## src/rtl/sds_pkg.sv

```systemverilog
`timescale 1ns / 1ps

package sds_pkg;

   localparam int MAX_REQUESTS  = 32;
   localparam int CYLINDER_BITS = 16;

   localparam int CYL_W      = CYLINDER_BITS;
   localparam int ADDR_W     = (MAX_REQUESTS > 1) ? $clog2(MAX_REQUESTS) : 1;
   localparam int CNT_W      = $clog2(MAX_REQUESTS + 1);
   localparam int FIELD_W    = 16;
   localparam int MOVE_W     = 18;
   localparam int SUM_W      = ((MOVE_W > CYL_W) ? MOVE_W : CYL_W) + 1;
   localparam int CSR_ADDR_W = 2;
   localparam int CSR_DATA_W = 16;

   localparam logic [MOVE_W-1:0] MOVE_LIMIT = '1;

   localparam logic [CSR_ADDR_W-1:0] CSR_START_HEAD       = CSR_ADDR_W'(0);
   localparam logic [CSR_ADDR_W-1:0] CSR_MAX_CYLINDER     = CSR_ADDR_W'(1);
   localparam logic [CSR_ADDR_W-1:0] CSR_SWEEP_TOWARD_MAX = CSR_ADDR_W'(2);

   localparam logic [CSR_DATA_W-1:0] START_HEAD_RESET   = CSR_DATA_W'(0);
   localparam logic [CSR_DATA_W-1:0] MAX_CYLINDER_RESET = CSR_DATA_W'(199);
   localparam logic                  SWEEP_RESET        = 1'b1;

   typedef logic [CYL_W-1:0] cyl_type;

   typedef struct packed {
      cyl_type start_head;
      cyl_type max_cylinder;
      logic    sweep_toward_max;
   } cfg_type;

   typedef struct packed {
      logic [FIELD_W-1:0] position;
      logic [MOVE_W-1:0]  running_movement;
      logic               is_turn_point;
      logic               last_result;
   } result_type;

   typedef struct packed {
      logic    a_gt_b;
      cyl_type distance;
   } alu_out_type;

endpackage

```

## src/rtl/sds_if.sv

```systemverilog
`timescale 1ns / 1ps

interface sds_req_if;
   import sds_pkg::*;
   logic               valid;
   logic               ready;
   logic [FIELD_W-1:0] request_cylinder;
   logic               last_request;
   modport source (output valid, request_cylinder, last_request, input ready);
   modport sink (input valid, request_cylinder, last_request, output ready);
endinterface

interface sds_rsp_if;
   import sds_pkg::*;
   logic               valid;
   logic               ready;
   logic [FIELD_W-1:0] position;
   logic [MOVE_W-1:0]  running_movement;
   logic               is_turn_point;
   logic               last_result;
   modport source (output valid, position, running_movement, is_turn_point, last_result,
                   input ready);
   modport sink (input valid, position, running_movement, is_turn_point, last_result,
                 output ready);
endinterface

```

## src/rtl/sds_alu.sv

```systemverilog
`timescale 1ns / 1ps

module sds_alu (
   input  sds_pkg::cyl_type     op_a,
   input  sds_pkg::cyl_type     op_b,
   output sds_pkg::alu_out_type result
);
   import sds_pkg::*;

   logic [CYL_W:0] diff;
   logic [CYL_W:0] neg;

   // The one difference op_a - op_b yields both the ordering and, negated when below zero, the absolute distance.
   always_comb begin
      diff            = {1'b0, op_a} - {1'b0, op_b};
      neg             = '0 - diff;
      result.a_gt_b   = !diff[CYL_W] && (diff != '0);
      result.distance = diff[CYL_W] ? neg[CYL_W-1:0] : diff[CYL_W-1:0];
   end

endmodule

```

## src/rtl/sds_ctrl.sv

```systemverilog
`timescale 1ns / 1ps

module sds_ctrl (
   input  logic                clock,
   input  logic                reset,
   input  logic                req_valid,
   output logic                req_ready,
   input  sds_pkg::cyl_type    req_cylinder,
   input  logic                req_last,
   input  sds_pkg::cfg_type    cfg,
   input  logic                out_free,
   output logic                res_valid,
   output sds_pkg::result_type res
);
   import sds_pkg::*;

   typedef enum logic [3:0] {
      S_IDLE, S_SORT_START, S_SORT_RDI, S_SORT_GETV, S_SORT_CMP, S_SORT_PUT,
      S_CNT_RD, S_CNT_CMP, S_EMIT_SEL, S_EMIT_LOAD, S_EMIT_OUT
   } state_type;

   typedef enum logic [1:0] {G_FIRST, G_TURN, G_SECOND} group_type;

   state_type          state_ff, state_in;
   group_type          group_ff, group_in;
   logic [CNT_W-1:0]   count_ff, count_in;
   logic [CNT_W-1:0]   i_ff, i_in;
   logic [CNT_W-1:0]   j_ff, j_in;
   logic [CNT_W-1:0]   ptr_ff, ptr_in;
   logic [CNT_W-1:0]   lower_ff, lower_in;
   logic [CNT_W-1:0]   emit_ff, emit_in;
   cyl_type            v_ff, v_in;
   cyl_type            target_ff, target_in;
   cyl_type            head_ff, head_in;
   logic [MOVE_W-1:0]  total_ff, total_in;
   logic               turn_ff, turn_in;

   cyl_type            mem [MAX_REQUESTS];
   cyl_type            rdata_ff;
   logic               mem_we;
   logic [ADDR_W-1:0]  mem_waddr;
   logic [ADDR_W-1:0]  mem_raddr;
   cyl_type            mem_wdata;

   cyl_type            alu_a;
   cyl_type            alu_b;
   alu_out_type        alu_res;

   logic [CNT_W-1:0]   im1, ip1, jm1, jm2, ptrm1;
   logic [SUM_W-1:0]   sum;
   logic [MOVE_W-1:0]  total_sat;
   logic               is_last;
   logic               up_group;

   sds_alu u_alu (
      .op_a   (alu_a),
      .op_b   (alu_b),
      .result (alu_res)
   );

   always_ff @(posedge clock) begin
      if (mem_we) begin
         mem[mem_waddr] <= mem_wdata;
      end
      rdata_ff <= mem[mem_raddr];
   end

   assign req_ready = (state_ff == S_IDLE);

   always_comb begin
      im1       = i_ff - CNT_W'(1);
      ip1       = i_ff + CNT_W'(1);
      jm1       = j_ff - CNT_W'(1);
      jm2       = j_ff - CNT_W'(2);
      ptrm1     = ptr_ff - CNT_W'(1);
      is_last   = (emit_ff == count_ff);
      up_group  = (cfg.sweep_toward_max && (group_ff == G_FIRST)) ||
                  (!cfg.sweep_toward_max && (group_ff == G_SECOND));

      state_in  = state_ff;
      group_in  = group_ff;
      count_in  = count_ff;
      i_in      = i_ff;
      j_in      = j_ff;
      ptr_in    = ptr_ff;
      lower_in  = lower_ff;
      emit_in   = emit_ff;
      v_in      = v_ff;
      target_in = target_ff;
      head_in   = head_ff;
      total_in  = total_ff;
      turn_in   = turn_ff;
      mem_we    = 1'b0;
      mem_waddr = count_ff[ADDR_W-1:0];
      mem_wdata = req_cylinder;
      mem_raddr = ptr_ff[ADDR_W-1:0];
      alu_a     = target_ff;
      alu_b     = head_ff;
      res_valid = 1'b0;

      unique case (state_ff)
         S_IDLE: begin
            if (req_valid) begin
               if (count_ff < CNT_W'(MAX_REQUESTS)) begin
                  mem_we   = 1'b1;
                  count_in = count_ff + CNT_W'(1);
               end
               if (req_last) begin
                  state_in = S_SORT_START;
               end
            end
         end
         S_SORT_START: begin
            i_in     = CNT_W'(1);
            ptr_in   = '0;
            lower_in = '0;
            state_in = (count_ff > CNT_W'(1)) ? S_SORT_RDI : S_CNT_RD;
         end
         S_SORT_RDI: begin
            mem_raddr = i_ff[ADDR_W-1:0];
            state_in  = S_SORT_GETV;
         end
         S_SORT_GETV: begin
            v_in      = rdata_ff;
            j_in      = i_ff;
            mem_raddr = im1[ADDR_W-1:0];
            state_in  = S_SORT_CMP;
         end
         S_SORT_CMP: begin
            alu_a     = rdata_ff;
            alu_b     = v_ff;
            mem_we    = 1'b1;
            mem_waddr = j_ff[ADDR_W-1:0];
            if (alu_res.a_gt_b) begin
               mem_wdata = rdata_ff;
               j_in      = jm1;
               if (jm1 != '0) begin
                  mem_raddr = jm2[ADDR_W-1:0];
               end else begin
                  state_in = S_SORT_PUT;
               end
            end else begin
               mem_wdata = v_ff;
               i_in      = ip1;
               state_in  = (ip1 < count_ff) ? S_SORT_RDI : S_CNT_RD;
            end
         end
         S_SORT_PUT: begin
            mem_we    = 1'b1;
            mem_waddr = j_ff[ADDR_W-1:0];
            mem_wdata = v_ff;
            i_in      = ip1;
            state_in  = (ip1 < count_ff) ? S_SORT_RDI : S_CNT_RD;
         end
         S_CNT_RD: begin
            if (ptr_ff < count_ff) begin
               mem_raddr = ptr_ff[ADDR_W-1:0];
               state_in  = S_CNT_CMP;
            end else begin
               ptr_in   = lower_ff;
               group_in = G_FIRST;
               emit_in  = '0;
               head_in  = cfg.start_head;
               total_in = '0;
               state_in = S_EMIT_SEL;
            end
         end
         S_CNT_CMP: begin
            alu_a  = cfg.start_head;
            alu_b  = rdata_ff;
            ptr_in = ptr_ff + CNT_W'(1);
            if (alu_res.a_gt_b) begin
               lower_in = lower_ff + CNT_W'(1);
            end
            state_in = S_CNT_RD;
         end
         S_EMIT_SEL: begin
            if (group_ff == G_TURN) begin
               target_in = cfg.sweep_toward_max ? cfg.max_cylinder : '0;
               turn_in   = 1'b1;
               group_in  = G_SECOND;
               ptr_in    = lower_ff;
               state_in  = S_EMIT_OUT;
            end else if (up_group && (ptr_ff < count_ff)) begin
               mem_raddr = ptr_ff[ADDR_W-1:0];
               ptr_in    = ptr_ff + CNT_W'(1);
               state_in  = S_EMIT_LOAD;
            end else if (!up_group && (ptr_ff != '0)) begin
               mem_raddr = ptrm1[ADDR_W-1:0];
               ptr_in    = ptrm1;
               state_in  = S_EMIT_LOAD;
            end else if (group_ff == G_FIRST) begin
               group_in = G_TURN;
            end else begin
               count_in = '0;
               state_in = S_IDLE;
            end
         end
         S_EMIT_LOAD: begin
            target_in = rdata_ff;
            turn_in   = 1'b0;
            state_in  = S_EMIT_OUT;
         end
         S_EMIT_OUT: begin
            if (out_free) begin
               res_valid = 1'b1;
               head_in   = target_ff;
               total_in  = total_sat;
               emit_in   = emit_ff + CNT_W'(1);
               if (is_last) begin
                  count_in = '0;
                  state_in = S_IDLE;
               end else begin
                  state_in = S_EMIT_SEL;
               end
            end
         end
         default: begin
            state_in = S_IDLE;
         end
      endcase
   end

   always_comb begin
      sum                  = SUM_W'(total_ff) + SUM_W'(alu_res.distance);
      total_sat            = (sum > SUM_W'(MOVE_LIMIT)) ? MOVE_LIMIT : sum[MOVE_W-1:0];
      res.position         = FIELD_W'(target_ff);
      res.running_movement = total_sat;
      res.is_turn_point    = turn_ff;
      res.last_result      = is_last;
   end

   always_ff @(posedge clock) begin
      if (reset) begin
         state_ff <= S_IDLE;
         group_ff <= G_FIRST;
         count_ff <= '0;
         i_ff     <= '0;
         j_ff     <= '0;
         ptr_ff   <= '0;
         lower_ff <= '0;
         emit_ff  <= '0;
         head_ff  <= '0;
         total_ff <= '0;
         turn_ff  <= 1'b0;
      end else begin
         state_ff <= state_in;
         group_ff <= group_in;
         count_ff <= count_in;
         i_ff     <= i_in;
         j_ff     <= j_in;
         ptr_ff   <= ptr_in;
         lower_ff <= lower_in;
         emit_ff  <= emit_in;
         head_ff  <= head_in;
         total_ff <= total_in;
         turn_ff  <= turn_in;
      end
      v_ff      <= v_in;
      target_ff <= target_in;
   end

endmodule

```

## src/rtl/scan_disk_scheduler_unit.sv

```systemverilog
`timescale 1ns / 1ps
// SCAN disk scheduler. Cylinder requests arrive on req_chan, one per transfer,
// and the transfer with last_request set closes the batch. Each batch request
// is taken in the cycle it is offered while req_chan.ready is high. After the
// closing transfer ready stays low while the batch is sorted in place in a local
// two-port memory and the service order is sent on rsp_chan, one transfer per
// head move, the last one flagged with last_result. A batch of n stored
// requests gives n + 1 results; requests past MAX_REQUESTS are dropped. Sorting
// by insertion, counting the requests below the start head and reading each
// result all use the registered memory read and the single shared compare and
// distance unit. Results pass through one output register, so a stalled
// receiver holds the sequencer at its next result and nothing is lost. The
// csr_ port writes start_head, max_cylinder and sweep_toward_max by index and
// must only be used while no batch is in flight. Synchronous reset empties the
// request store, restores the register defaults (start 0, maximum 199, sweep
// toward maximum) and drops a pending result.

module scan_disk_scheduler_unit (
   input  logic                             clock,
   input  logic                             reset,
   sds_req_if.sink                          req_chan,
   sds_rsp_if.source                        rsp_chan,
   input  logic                             csr_write_enable,
   input  logic [sds_pkg::CSR_ADDR_W-1:0]   csr_index,
   input  logic [sds_pkg::CSR_DATA_W-1:0]   csr_write_data
);
   import sds_pkg::*;

   logic [CSR_DATA_W-1:0] start_head_ff, start_head_in;
   logic [CSR_DATA_W-1:0] max_cyl_ff, max_cyl_in;
   logic                  sweep_ff, sweep_in;
   logic                  rsp_valid_ff, rsp_valid_in;
   result_type            rsp_data_ff, rsp_data_in;
   cfg_type               cfg;
   logic                  out_free;
   logic                  res_valid;
   result_type            res;

   always_comb begin
      start_head_in = start_head_ff;
      max_cyl_in    = max_cyl_ff;
      sweep_in      = sweep_ff;
      if (csr_write_enable) begin
         unique case (csr_index)
            CSR_START_HEAD:       start_head_in = csr_write_data;
            CSR_MAX_CYLINDER:     max_cyl_in    = csr_write_data;
            CSR_SWEEP_TOWARD_MAX: sweep_in      = csr_write_data[0];
            default: begin
            end
         endcase
      end
   end

   always_comb begin
      cfg.start_head       = CYL_W'(start_head_ff);
      cfg.max_cylinder     = CYL_W'(max_cyl_ff);
      cfg.sweep_toward_max = sweep_ff;
      out_free             = !rsp_valid_ff || rsp_chan.ready;
      rsp_valid_in         = rsp_valid_ff;
      rsp_data_in          = rsp_data_ff;
      if (res_valid) begin
         rsp_valid_in = 1'b1;
         rsp_data_in  = res;
      end else if (rsp_chan.ready) begin
         rsp_valid_in = 1'b0;
      end
   end

   always_ff @(posedge clock) begin
      if (reset) begin
         start_head_ff <= START_HEAD_RESET;
         max_cyl_ff    <= MAX_CYLINDER_RESET;
         sweep_ff      <= SWEEP_RESET;
         rsp_valid_ff  <= 1'b0;
      end else begin
         start_head_ff <= start_head_in;
         max_cyl_ff    <= max_cyl_in;
         sweep_ff      <= sweep_in;
         rsp_valid_ff  <= rsp_valid_in;
      end
      rsp_data_ff <= rsp_data_in;
   end

   sds_ctrl u_ctrl (
      .clock        (clock),
      .reset        (reset),
      .req_valid    (req_chan.valid),
      .req_ready    (req_chan.ready),
      .req_cylinder (CYL_W'(req_chan.request_cylinder)),
      .req_last     (req_chan.last_request),
      .cfg          (cfg),
      .out_free     (out_free),
      .res_valid    (res_valid),
      .res          (res)
   );

   assign rsp_chan.valid            = rsp_valid_ff;
   assign rsp_chan.position         = rsp_data_ff.position;
   assign rsp_chan.running_movement = rsp_data_ff.running_movement;
   assign rsp_chan.is_turn_point    = rsp_data_ff.is_turn_point;
   assign rsp_chan.last_result      = rsp_data_ff.last_result;

endmodule

```

## src/flat_wrapper.sv

```systemverilog
// flat-port wrapper written by rule: the top's interface ports become plain ports
module scan_disk_scheduler_unit_flat import sds_pkg::*;
  (clock, reset, csr_write_enable, csr_index, csr_write_data, req_chan_valid, req_chan_request_cylinder, req_chan_last_request, req_chan_ready, rsp_chan_valid, rsp_chan_position, rsp_chan_running_movement, rsp_chan_is_turn_point, rsp_chan_last_result, rsp_chan_ready);
  sds_req_if req_chan_i ();
  sds_rsp_if rsp_chan_i ();
  input  logic clock;
  input  logic reset;
  input  logic csr_write_enable;
  input  logic [sds_pkg::CSR_ADDR_W-1:0] csr_index;
  input  logic [sds_pkg::CSR_DATA_W-1:0] csr_write_data;
  input wire logic [$bits(req_chan_i.valid)-1:0] req_chan_valid;
  input wire logic [$bits(req_chan_i.request_cylinder)-1:0] req_chan_request_cylinder;
  input wire logic [$bits(req_chan_i.last_request)-1:0] req_chan_last_request;
  output wire logic [$bits(req_chan_i.ready)-1:0] req_chan_ready;
  output wire logic [$bits(rsp_chan_i.valid)-1:0] rsp_chan_valid;
  output wire logic [$bits(rsp_chan_i.position)-1:0] rsp_chan_position;
  output wire logic [$bits(rsp_chan_i.running_movement)-1:0] rsp_chan_running_movement;
  output wire logic [$bits(rsp_chan_i.is_turn_point)-1:0] rsp_chan_is_turn_point;
  output wire logic [$bits(rsp_chan_i.last_result)-1:0] rsp_chan_last_result;
  input wire logic [$bits(rsp_chan_i.ready)-1:0] rsp_chan_ready;
  assign req_chan_i.valid = req_chan_valid;
  assign req_chan_i.request_cylinder = req_chan_request_cylinder;
  assign req_chan_i.last_request = req_chan_last_request;
  assign req_chan_ready = req_chan_i.ready;
  assign rsp_chan_valid = rsp_chan_i.valid;
  assign rsp_chan_position = rsp_chan_i.position;
  assign rsp_chan_running_movement = rsp_chan_i.running_movement;
  assign rsp_chan_is_turn_point = rsp_chan_i.is_turn_point;
  assign rsp_chan_last_result = rsp_chan_i.last_result;
  assign rsp_chan_i.ready = rsp_chan_ready;
  scan_disk_scheduler_unit u_core (.clock(clock), .reset(reset), .req_chan(req_chan_i), .rsp_chan(rsp_chan_i), .csr_write_enable(csr_write_enable), .csr_index(csr_index), .csr_write_data(csr_write_data));
endmodule
```

## config.mk

```make
export PLATFORM = sky130hd
export DESIGN_NAME = scan_disk_scheduler_unit_flat
export DESIGN_NICKNAME = d
export VERILOG_FILES = /design/src/rtl/sds_pkg.sv /design/src/rtl/sds_if.sv /design/src/rtl/sds_alu.sv /design/src/rtl/sds_ctrl.sv /design/src/rtl/scan_disk_scheduler_unit.sv /design/src/flat_wrapper.sv
export SDC_FILE = /design/constraint.sdc
export NUM_CORES = 1
export LEC_CHECK = 0
export BUFFER_PORTS_ARGS = -buffer_cell sky130_fd_sc_hd__buf_2
export CORE_MARGIN = 2
export CORE_UTILIZATION = 65
export CTS_BUF_LIST = sky130_fd_sc_hd__clkbuf_4 sky130_fd_sc_hd__clkbuf_8
export CTS_CLUSTER_SIZE = 28
export DETAILED_ROUTE_END_ITERATION = 8
export PLACE_DENSITY = 0.93
export SYNTH_ARGS = -nofsm -noshare
export SYNTH_HDL_FRONTEND = slang
export SYNTH_SLANG_ARGS = --single-unit
```

## constraint.sdc

```tcl
create_clock -name clock -period 8.82 [get_ports clock]
set_clock_uncertainty 0.2 [all_clocks]
set_input_delay 1.323 -clock clock [delete_from_list [all_inputs] [get_ports clock]]
set_output_delay 1.323 -clock clock [all_outputs]
set_load 0.05 [all_outputs]
```

# Word-level counts from Yosys, hierarchy flattened
# Memory sizes are Yosys's and may differ from the RTL's. A register that Yosys moved wholly into a read port is not among the register bits.
# Index checks and enable logic that the tools add are counted.
[word_totals]
ff_bits = 179
mem_bits_rw = 512
inputBits = 40
output_inout_bits = 38
wordCells = 189
memories = 1
[op_classes]
addsub = 12
order_cmp = 5
n_eq_ne = 35
mux = 76
reduce_logical = 39
[memory_table]
columns = ["name", "words", "word_bits", "read_ports", "rd_ports_with_merged_regs", "write_ports", "line_no", "source"]
rows = [
  ["u_core.u_ctrl.mem", 32, 16, 1, 1, 1, "sds_ctrl.sv:38", "cyl_type mem [MAX_REQUESTS];"],
]
[op_table]
columns = ["cell", "n"]
rows = [
  ["case mux 16 bit (2 select lines)", 5],
  ["two-way mux 6 bit", 17],
  ["two-way mux 16 bit", 6],
  ["two-way mux 18 bit", 3],
  ["two-way mux 4 bit", 11],
  ["case mux 4 bit (11 select lines)", 1],
  ["case mux 18 bit (2 select lines)", 1],
  ["case mux 6 bit (2 select lines)", 3],
  ["case mux 6 bit (3 select lines)", 2],
  ["adder 6 x 1 -> 6 bit, second input constant", 5],
  ["two-way mux 5 bit", 6],
  ["!= test 2 bit, second input constant", 12],
  ["case mux 6 bit (4 select lines)", 1],
  ["case mux 5 bit (4 select lines)", 1],
  ["adder 18 x 16 -> 19 bit", 1],
  ["> comparator 19 x 18 -> 1 bit, second input constant", 1],
  ["nonzero test 17 bit", 1],
  ["subtractor 16 x 16 -> 17 bit", 1],
  ["equality test 4 x 3 -> 1 bit, second input constant", 4],
  ["subtractor 1 x 16 -> 16 bit, first input constant", 1],
  ["AND reduction 2 bit", 7],
  ["equality test 4 bit, second input constant", 3],
  ["< comparator 6 bit", 2],
  ["!= test 3 bit, second input constant", 4],
  ["31 further kinds", 68],
]

# Logic depth before layout (Yosys ltp)
# Gate-level depths: netlist of the first run.
[depth]
depth_word = 10
mapped_depth = 35
depth_no_buf = 31

# Hierarchy
# A second synthesis of the first run with hierarchy kept.
[hier_totals]
cells_unflattened = 2765
hier_area_um2 = 31755.5
[modules_own_cells]
columns = ["mod", "instances", "cells_per_inst", "area_per_inst_um2", "seq_area_each_um2"]
rows = [
  ["sds_ctrl", 1, 2422, 28103.2, 18197.5],
  ["scan_disk_scheduler_unit", 1, 175, 2513.7, 1761.7],
  ["sds_alu", 1, 168, 1138.6, 0.0],
]

# Worst setup path after synthesis of the first run
# OpenSTA, ideal clock, no wires.
[synth_timing]
path_kind = "register -> register"
startpoint = "reg u_core.u_ctrl.state_ff[0]"
endpoint = "reg u_core.u_ctrl.total_ff[17]"
setup_ns = 0.115
arrival_ns = 7.217
t_required_ns = 8.505
path_slack_ns = 1.288
path_stages_with_launch = 34
path_buffers = 5
synth_period_minus_slack_ns = 7.532
path_cell_list = "dfxtp_1 clkbuf_1 clkbuf_1 and2_1 clkbuf_1 buf_1 a22oi_1 nand2_1 ha_1 inv_1 fa_1 a211o_1 nand3_1 a21oi_1 o211a_1 o31a_1 or2_2 clkbuf_1 nor2_1 xnor2_1 ha_1 a21o_1 a21oi_1 o21bai_1 a21oi_1 o21bai_1 a21oi_1 o21ai_0 or4_1 a31o_2 or4b_2 a21oi_1 nor3_1 o21a_1"
[synth_between]
elab_chain_cells = 10
word_cells_on_any_way = 18
classes_between = "add/sub: 3; order compare: 1; eq/ne: 6; mux: 6; reduce/logical: 2"
[synth_lines]
columns = ["element", "line_no", "source"]
rows = [
  ["start: declaration", "sds_ctrl.sv:24", "state_type state_ff, state_in;"],
  ["start signal: assignment", "sds_ctrl.sv:247", "state_ff <= state_in;"],
  ["equality test 4 x 3 -> 1 bit", "sds_ctrl.sv:101", "unique case (state_ff)"],
  ["case mux 16 bit (2 select lines)", "sds_ctrl.sv:101", ""],
  ["subtractor 16 x 16 -> 17 bit", "sds_alu.sv:15", "diff = {1'b0, op_a} - {1'b0, op_b};"],
  ["subtractor 1 x 16 -> 16 bit", "sds_alu.sv:16", "neg = '0 - diff;"],
  ["two-way mux 16 bit", "sds_alu.sv:18", "result.distance = diff[CYL_W] ? neg[CYL_W-1:0] : diff[CYL_W-1:0];"],
  ["adder 18 x 16 -> 19 bit", "sds_ctrl.sv:225", "sum = SUM_W'(total_ff) + SUM_W'(alu_res.distance);"],
  ["> comparator 19 x 18 -> 1 bit", "sds_ctrl.sv:226", "total_sat = (sum > SUM_W'(MOVE_LIMIT)) ? MOVE_LIMIT : sum[MOVE_W-1:0];"],
  ["two-way mux 18 bit", "sds_ctrl.sv:226", ""],
  ["two-way mux 18 bit", "sds_ctrl.sv:205", "if (out_free) begin"],
  ["case mux 18 bit (2 select lines)", "sds_ctrl.sv:101", ""],
  ["end signal: assignment", "sds_ctrl.sv:256", "total_ff <= total_in;"],
  ["end: declaration", "sds_ctrl.sv:35", "logic [MOVE_W-1:0] total_ff, total_in;"],
]
# Parallel ways exist; a longest one is shown, timed or not. The select of a mux whose other input is x is not followed.
# A chain may end at the register's enable or synchronous reset.

# Final worst setup path of the first run
[layout_timing]
startpoint = "reg u_core.u_ctrl.state_ff[2]"
endpoint = "reg u_core.u_ctrl.total_ff[17]"
# The elaborated chain is that of the path after synthesis.

==> results of run 1 <==
==> kinds of logic after synthesis <==
| family | Yosys count |
|---|---|
| and+or+nand+nor | 940 |
| DFF | 707 |
| AOI/OAI and AO/OA | 687 |
| buffers and inverters | 205 |
| xor gates and xnor gates | 73 |
| adders and majority gates | 60 |
| muxes | 33 |
==> final cells by class <==
cell class	count	area (µm²)	share of cell area
clock buffers	143	1810	0.0520
diodes	2	5.00	0.000144
repair buffers	148	1010	0.0289
multi-input cells	1793	10800	0.310
well taps	615	769	0.0221
flip-flops and latches	707	20000	0.573
clock inverters	46	344	0.00988
inverters	33	124	0.00356
==> per-layer routing <==
layer	track usage	vias to the layer above	wire length (µm)
li1	-	10200	-
met1	0.430	11200	31600
met2	0.537	1591	40100
met3	0.0768	297	9170
met4	0.189	0	4630
met5	0	-	0
==> how the worst max path moves through the flow <==
stage,start,endpoint,slack (ns),cells after the start
floorplan,u_core.u_ctrl.state_ff[0],u_core.u_ctrl.total_ff[17],1.29,33
global placement,u_core.u_ctrl.state_ff[1],u_core.u_ctrl.total_ff[17],0.77,28
detailed placement,u_core.u_ctrl.state_ff[1],u_core.u_ctrl.total_ff[17],0.46,28
CTS,u_core.u_ctrl.state_ff[1],u_core.u_ctrl.total_ff[17],0.39,28
global route,u_core.u_ctrl.state_ff[2],u_core.u_ctrl.total_ff[17],0.01,28
finish,u_core.u_ctrl.state_ff[2],u_core.u_ctrl.total_ff[17],0.45,28
==> stage by stage <==
stage	instance area (µm²)	setup slack (ns)	instances
6_report	34800	0.449	3487
5_1_grt	34800	0.0130	3486
4_1_cts	34800	0.395	3485
3_5_place_dp	32700	0.464	3296
3_3_place_gp	32700	0.774	3296
2_1_floorplan	31600	1.29	2705
==> registers in the layout (all words and copies together) (netlist names), 6 cells and up <==
name                              cells
u_core.max_cyl_ff                    16
u_core.rsp_chan.position             16
u_core.rsp_chan.running_movement     18
u_core.start_head_ff                 16
u_core.u_ctrl.count_ff                6
u_core.u_ctrl.emit_ff                 6
u_core.u_ctrl.head_ff                16
u_core.u_ctrl.i_ff                    6
u_core.u_ctrl.j_ff                    6
u_core.u_ctrl.lower_ff                6
u_core.u_ctrl.mem                   512
u_core.u_ctrl.ptr_ff                  6
u_core.u_ctrl.rdata_ff               16
u_core.u_ctrl.target_ff              16
u_core.u_ctrl.total_ff               18
u_core.u_ctrl.v_ff                   16
==> worst reg2reg max path, delay by kind of cell, from the launching register on <==
| family | cells | cell delay (ns) |
|---|---|---|
| AO/OA/AOI/OAI | 17 | 3.51 |
| AND/OR/NAND/NOR | 8 | 2.71 |
| adder cells (fa/ha/maj) | 2 | 0.94 |
| flip-flops | 1 | 0.52 |
| buffers and inverters | 1 | 0.36 |
==> power by group <==
group / switching, mW / total (mW) / internal, mW
logic: 3.29 / 4.76 / 1.47
clock network: 1.30 / 2.73 / 1.43
registers: 0.147 / 4.23 / 4.08
==> placed cells by master (no fill, tap or decap), drive strengths merged, types with 10 or more instances in the layout <==
cell	Yosys	routed
clkbuf	95	143
and3	10	10
nor4	19	19
a21oi	102	102
o22ai	71	71
xnor2	48	48
clkinv	0	35
inv	33	38
o31ai	10	10
a22o	32	32
a31oi	133	133
nand2b	14	14
nor2b	134	134
mux2i	30	30
a211oi	135	135
buf	77	148
a21o	14	14
a311oi	18	18
nand3	27	27
nor3	21	21
o21ai	89	89
ha	58	58
edfxtp	580	580
dfxtp	127	127
or2	12	12
nor2	150	150
xor2	25	25
nand4	11	11
a22oi	25	25
nand2	492	492
o21a	10	10
or3	15	15
==> repair_timing <==
| item | in CTS | in global routing |
|---|---|---|
| resized for setup | 0 | 1 |
| hold buffers | 0 | 0 |
| endpoints found under the setup margin | 0 | 16 |
==> metrics.md, run 1 <==
| Metric | Value |
|---|---|
| Clock slew at reported path FFs | `0.06 ns` |
| Area contributors post-synth | `edfxtp_1 (55%), dfxtp_1 (8.0%), nand2_1 (5.8%), a211oi_1 (3.2%), nor2b_1 (2.7%)` |
| Post-CTS Setup Repair Bufs | `0` |
| HPWL after DPL | `54000 µm` |
| WL/cell | `24.5 µm` |
| Unrepaired setup endpoints after global routing | `no` |
| Max Slew Vio Count | `0` |
| Hold endpoint | `u_core.rsp_chan.is_turn_point` |
| Post-synthesis xor/xnor area fraction | `0.0202` |
| Status | `finished, final reports clean` |
| Die footprint | `0.0504 mm²` |
| Power Density | `336 mW/mm²` |
| Die Y | `225 µm` |
| Reg2reg start | `u_core.u_ctrl.state_ff[2]` |
| GRT Residual Overflow | `0` |
| Die Wd | `225 µm` |
| DR iter-0 viols | `3163` |
| Mapped Cells | `2705` |
| Hold Fails Final Rpt | `0` |
| Simple-gate share of the synthesized area | `0.137` |
| EDFF count, synth | `580` |
| WL final | `85500 µm` |
| Achievable frequency | `119 MHz` |
| Hold crit path type | `flip-flop to flip-flop` |
| Async set-reset flop share out of synthesis | `0` |
| Initial Util | `0.661` |
| Post-synthesis mux area share | `0.0106` |
| Synth Area in Adders | `0.0242` |
| CP Launch Type | `flip-flop` |
| Core box area | `0.0478 mm²` |
| TritonCTS Buffers | `105` |
| Top cell type's share of synthesized area | `0.551` |
| Antenna violations before repair | `1` |
| DRC viols | `0` |
| Largest net degree at the start of global routing | `171` |
| Final setup fails | `0` |
| Layout area overhead | `10.2%` |
| Area leader, netlist | `edfxtp_1` |
| Tcrit/Tclk final | `0.949` |
| Top FF cell, synth | `edfxtp_1` |
| Syn_area_per_cell | `11.7 µm²` |
| Post-synthesis compound-gate area fraction | `0.146` |
| CTS H-tree depth | `3` |
| Gpl congestion | `0.985` |
| CP bufs+invs | `1` |
| Drt pass-1 iters | `5` |
| IO Pins | `78` |
| IO buf count | `77` |
| Max Buffers Root-to-Sink | `3` |
| P_leak | `12.0 nW` |
| RR Endpoint | `u_core.u_ctrl.total_ff[17]` |
| First-pass GRT wire length | `128000 µm` |
| MaxCap Viol Count | `0` |
| Required @ worst endpoint | `9.23 ns` |
| FF-to-FF path depth | `28` |
| Worst hold stages | `0` |
| Most numerous cell in the Yosys netlist | `edfxtp_1` |
| Crit end category | `flip-flop` |
| Clock Sinks | `707` |
| CTS tree | `done` |
| Total power | `11.7 mW` |
| Kind of cell adding the most delay to the critical path | `compound AO/OA/AOI/OAI gates` |
| Crit-path max FO | `22` |
| Cell Area, Synth | `0.0316 mm²` |
| Min-delay src | `u_core.u_ctrl.turn_ff` |
| Finished Core Util | `0.728` |
| Most used cell, CP | `a21oi_1` |
| Setup CP Type | `flip-flop to flip-flop` |
| Number of synthesized register bits | `707` |
| Sequential-to-total area share from yosys stat | `0.631` |
| Period minus WS final | `8.37 ns` |
| Final Hold Slack | `0.262 ns` |
| CP max-delay cell | `or4b_2` |
| Worst slew pin tran | `1.36 ns` |
| Main combinational cell family by area after synthesis | `compound AO/OA/AOI/OAI gates` |
| Via count | `23300` |
| Fraction of final layout cells sized beyond drive strength 1 | `0.135` |
| Arrival time at the worst endpoint | `8.78 ns` |
| Slowest cell delay on critical path | `0.63 ns` |
| Total track usage | `0.337` |
| Relative slew margins | `0.0939` |
| Worst skew pair latency | `0.77 ns` |
| # fillers | `3004` |
| TNS Setup | `0 ns` |
| Layout Nets | `2888` |
| Syn Nets | `2805` |
| FF-to-FF setup slack | `0.45 ns` |
| Commonest cells post-synth | `edfxtp_1 (580), nand2_1 (491), nor2_1 (150)` |
| ANT nets after route | `0` |
| Root Driver | `clkbuf_8` |
| Vias/cell | `6.68` |
| Max VDD drop | `0.361 mV` |
| Yosys cell types | `83` |
| Row count | `80` |
| Vias in the first global route | `22400` |
| Yosys warns | `0` |
(Power assumes the default switching activity.)
==> inputs of run 2 (changes only) <==
--- a/config.mk
+++ b/config.mk
@@ -11,7 +11,7 @@
 export CTS_BUF_LIST = sky130_fd_sc_hd__clkbuf_4 sky130_fd_sc_hd__clkbuf_8
 export CTS_CLUSTER_SIZE = 28
 export DETAILED_ROUTE_END_ITERATION = 8
-export PLACE_DENSITY = 0.93
+export PLACE_DENSITY = 0.89
 export SYNTH_ARGS = -nofsm -noshare
 export SYNTH_HDL_FRONTEND = slang
 export SYNTH_SLANG_ARGS = --single-unit
==> run 2 against run 1 <==
Against the previous run: critical path depth is 1 higher; first-iteration DRC count up 8.8%; sequential power about the same; fmax increased by 1.6%; routed wire length is 0.27% lower; the run now ends with max-capacitance violations left; die area is the same; sequential share of layout area increased by 0.11 points; hold slack worse by 0.0041 ns; final cell count about the same; global-route usage hardly changed; largest power group unchanged; worst setup slack improved by 0.13 ns.
==> metrics.md, run 2 (synthesis results as in run 1) <==
| Metric | Value |
|---|---|
| Crit end category | `flip-flop` |
| Root Driver | `clkbuf_8` |
| Max Buffers Root-to-Sink | `3` |
| Vias in the first global route | `22100` |
| Hold endpoint | `u_core.max_cyl_ff[9]` |
| CP Launch Type | `flip-flop` |
| FF-to-FF setup slack | `0.58 ns` |
| First-pass GRT wire length | `128000 µm` |
| FF-to-FF path depth | `29` |
| IO Pins | `78` |
| Reg2reg start | `u_core.u_ctrl.state_ff[1]` |
| Total track usage | `0.337` |
| Clock slew at reported path FFs | `0.06 ns` |
| CP max-delay cell | `or4b_2` |
| Max Slew Vio Count | `0` |
| Gpl congestion | `0.926` |
| CTS H-tree depth | `3` |
| DRC viols | `0` |
| Failing checks | `max-capacitance violations` |
| # fillers | `2982` |
| Most used cell, CP | `a21oi_1` |
| Largest net degree at the start of global routing | `119` |
| Tcrit/Tclk final | `0.934` |
| Final setup fails | `0` |
| Initial Util | `0.661` |
| Row count | `80` |
| Relative slew margins | `0.0141` |
| TritonCTS Buffers | `104` |
| ANT nets after route | `0` |
| Drt pass-1 iters | `8` |
| Most frequent cells in the layout | `edfxtp_1 (580), nand2_1 (491), nor2_1 (138)` |
| Arrival time at the worst endpoint | `8.63 ns` |
| DR iter-0 viols | `3440` |
| MaxCap Viol Count | `1` |
| Die Y | `225 µm` |
| P_leak | `12.0 nW` |
| Achievable frequency | `121 MHz` |
| Layout area overhead | `9.95%` |
| IO buf count | `77` |
| WL/cell | `24.4 µm` |
| GRT Residual Overflow | `0` |
| Status | `finished, violations left` |
| Required @ worst endpoint | `9.21 ns` |
| Layout Nets | `2885` |
| Post-CTS Setup Repair Bufs | `0` |
| Setup CP Type | `flip-flop to flip-flop` |
| Via count | `23300` |
| Crit-path max FO | `30` |
| Worst skew pair latency | `0.74 ns` |
| Finished Core Util | `0.726` |
| TNS Setup | `0 ns` |
| Vias/cell | `6.67` |
| Core box area | `0.0478 mm²` |
| Largest register FFs | `512` |
| Fraction of final layout cells sized beyond drive strength 1 | `0.133` |
| Max VDD drop | `0.269 mV` |
| RR Endpoint | `u_core.u_ctrl.total_ff[17]` |
| M3 GR Usage | `0.0777` |
| Worst hold stages | `2` |
| Power Density | `335 mW/mm²` |
| Hold Fails Final Rpt | `0` |
| Min-delay src | `u_core.max_cyl_ff[9]` |
| Antenna violations before repair | `1` |
| WL final | `85200 µm` |
| GRT Max-Usage Layer | `met2` |
| Worst slew pin tran | `1.48 ns` |
| Most common cell after layout, fill and taps aside | `edfxtp_1` |
| Top reg by flops | `u_core.u_ctrl.mem` |
| Die Wd | `225 µm` |
| Clock Sinks | `707` |
| Period minus WS final | `8.24 ns` |
| Hold crit path type | `flip-flop to flip-flop` |
| Die footprint | `0.0504 mm²` |
| Slowest cell delay on critical path | `0.62 ns` |
| GRT met2 Usage | `0.532` |
| HPWL after DPL | `53900 µm` |
| Unrepaired setup endpoints after global routing | `no` |
| N_diodes | `0` |
| Met1 Use GR | `0.439` |
| CTS tree | `done` |
[run 2: changes by cell type in the layout (fill, tap and decap cells not counted), sizes merged]
cell / previous run / this run
inv: 38 / 34
clkinvlp: 3 / 1
diode: 2 / 0
bufinv: 3 / 4
buf: 148 / 146
clkinv: 35 / 45
[run 2: report_power, final]
| part | internal, mW | total [mW] | switching [mW] | leakage [nW] |
|---|---|---|---|---|
| combinational | 1.46 | 4.74 | 3.28 | 4.60 |
| clock | 1.42 | 2.68 | 1.26 | 1.12 |
| sequential | 4.08 | 4.24 | 0.152 | 6.26 |
| total | 6.96 | 11.7 | 4.69 | 12.0 |
[run 2: area by class of cell]
cell class                      count  area [µm²]  area share
Inverter                           33         124     0.00356
Clock buffer                      143        1760      0.0505
Clock inverter                     51         370      0.0107
Sequential cell                   707       20000       0.574
Multi-Input combinational cell   1793       10800       0.311
Tap cell                          615         769      0.0221
Timing Repair Buffer              146         966      0.0278
[run 2: worst max-delay path: cells and delay by family (launching register included)]
family                   cells  cell delay (ns)
flip-flops                   1             0.52
AND/OR/NAND/NOR             11             2.96
adder cells (fa/ha/maj)      2             0.95
AO/OA/AOI/OAI               15             3.22
buffers and inverters        1             0.26
[run 2: metal layers]
layer  vias up  routed length (µm)
li1      10200                   -
met1     11000               31300
met3       333                9930
met5         -                   0
met4         0                4950
met2      1653               39100
[run 2: per-stage QoR]
stage               cell area, µm²  hold slack (ns)  worst slack, ns  total power [mW]  instances
floorplan                    31600            0.209             1.29              7.47       2705
global placement             32600            0.245            0.736              8.67       3294
detailed placement           32600            0.243            0.447              8.84       3294
CTS                          34800            0.261            0.416              11.5       3488
global route                 34800            0.271           0.0585              12.1       3488
finish                       34800            0.258            0.578              11.7       3488
[run 2: how the worst max path moves through the flow]
| stage | endpoint | depth (start not counted) | slack, ns | startpoint |
|---|---|---|---|---|
| 3_3_place_gp | u_core.u_ctrl.total_ff[17] | 29 | 0.74 | u_core.u_ctrl.state_ff[1] |
| 6_report | u_core.u_ctrl.total_ff[17] | 29 | 0.58 | u_core.u_ctrl.state_ff[1] |
| 5_1_grt | u_core.u_ctrl.total_ff[17] | 29 | 0.06 | u_core.u_ctrl.state_ff[1] |
| 4_1_cts | u_core.u_ctrl.total_ff[17] | 29 | 0.42 | u_core.u_ctrl.state_ff[1] |
| 3_5_place_dp | u_core.u_ctrl.total_ff[17] | 29 | 0.45 | u_core.u_ctrl.state_ff[1] |
| 2_1_floorplan | u_core.u_ctrl.total_ff[17] | 33 | 1.29 | u_core.u_ctrl.state_ff[0] |
[run 2: what timing repair did]
action | in CTS | in global routing
setup endpoints to repair | 0 | 2
resized for setup | 0 | 1
hold buffers | 0 | 0
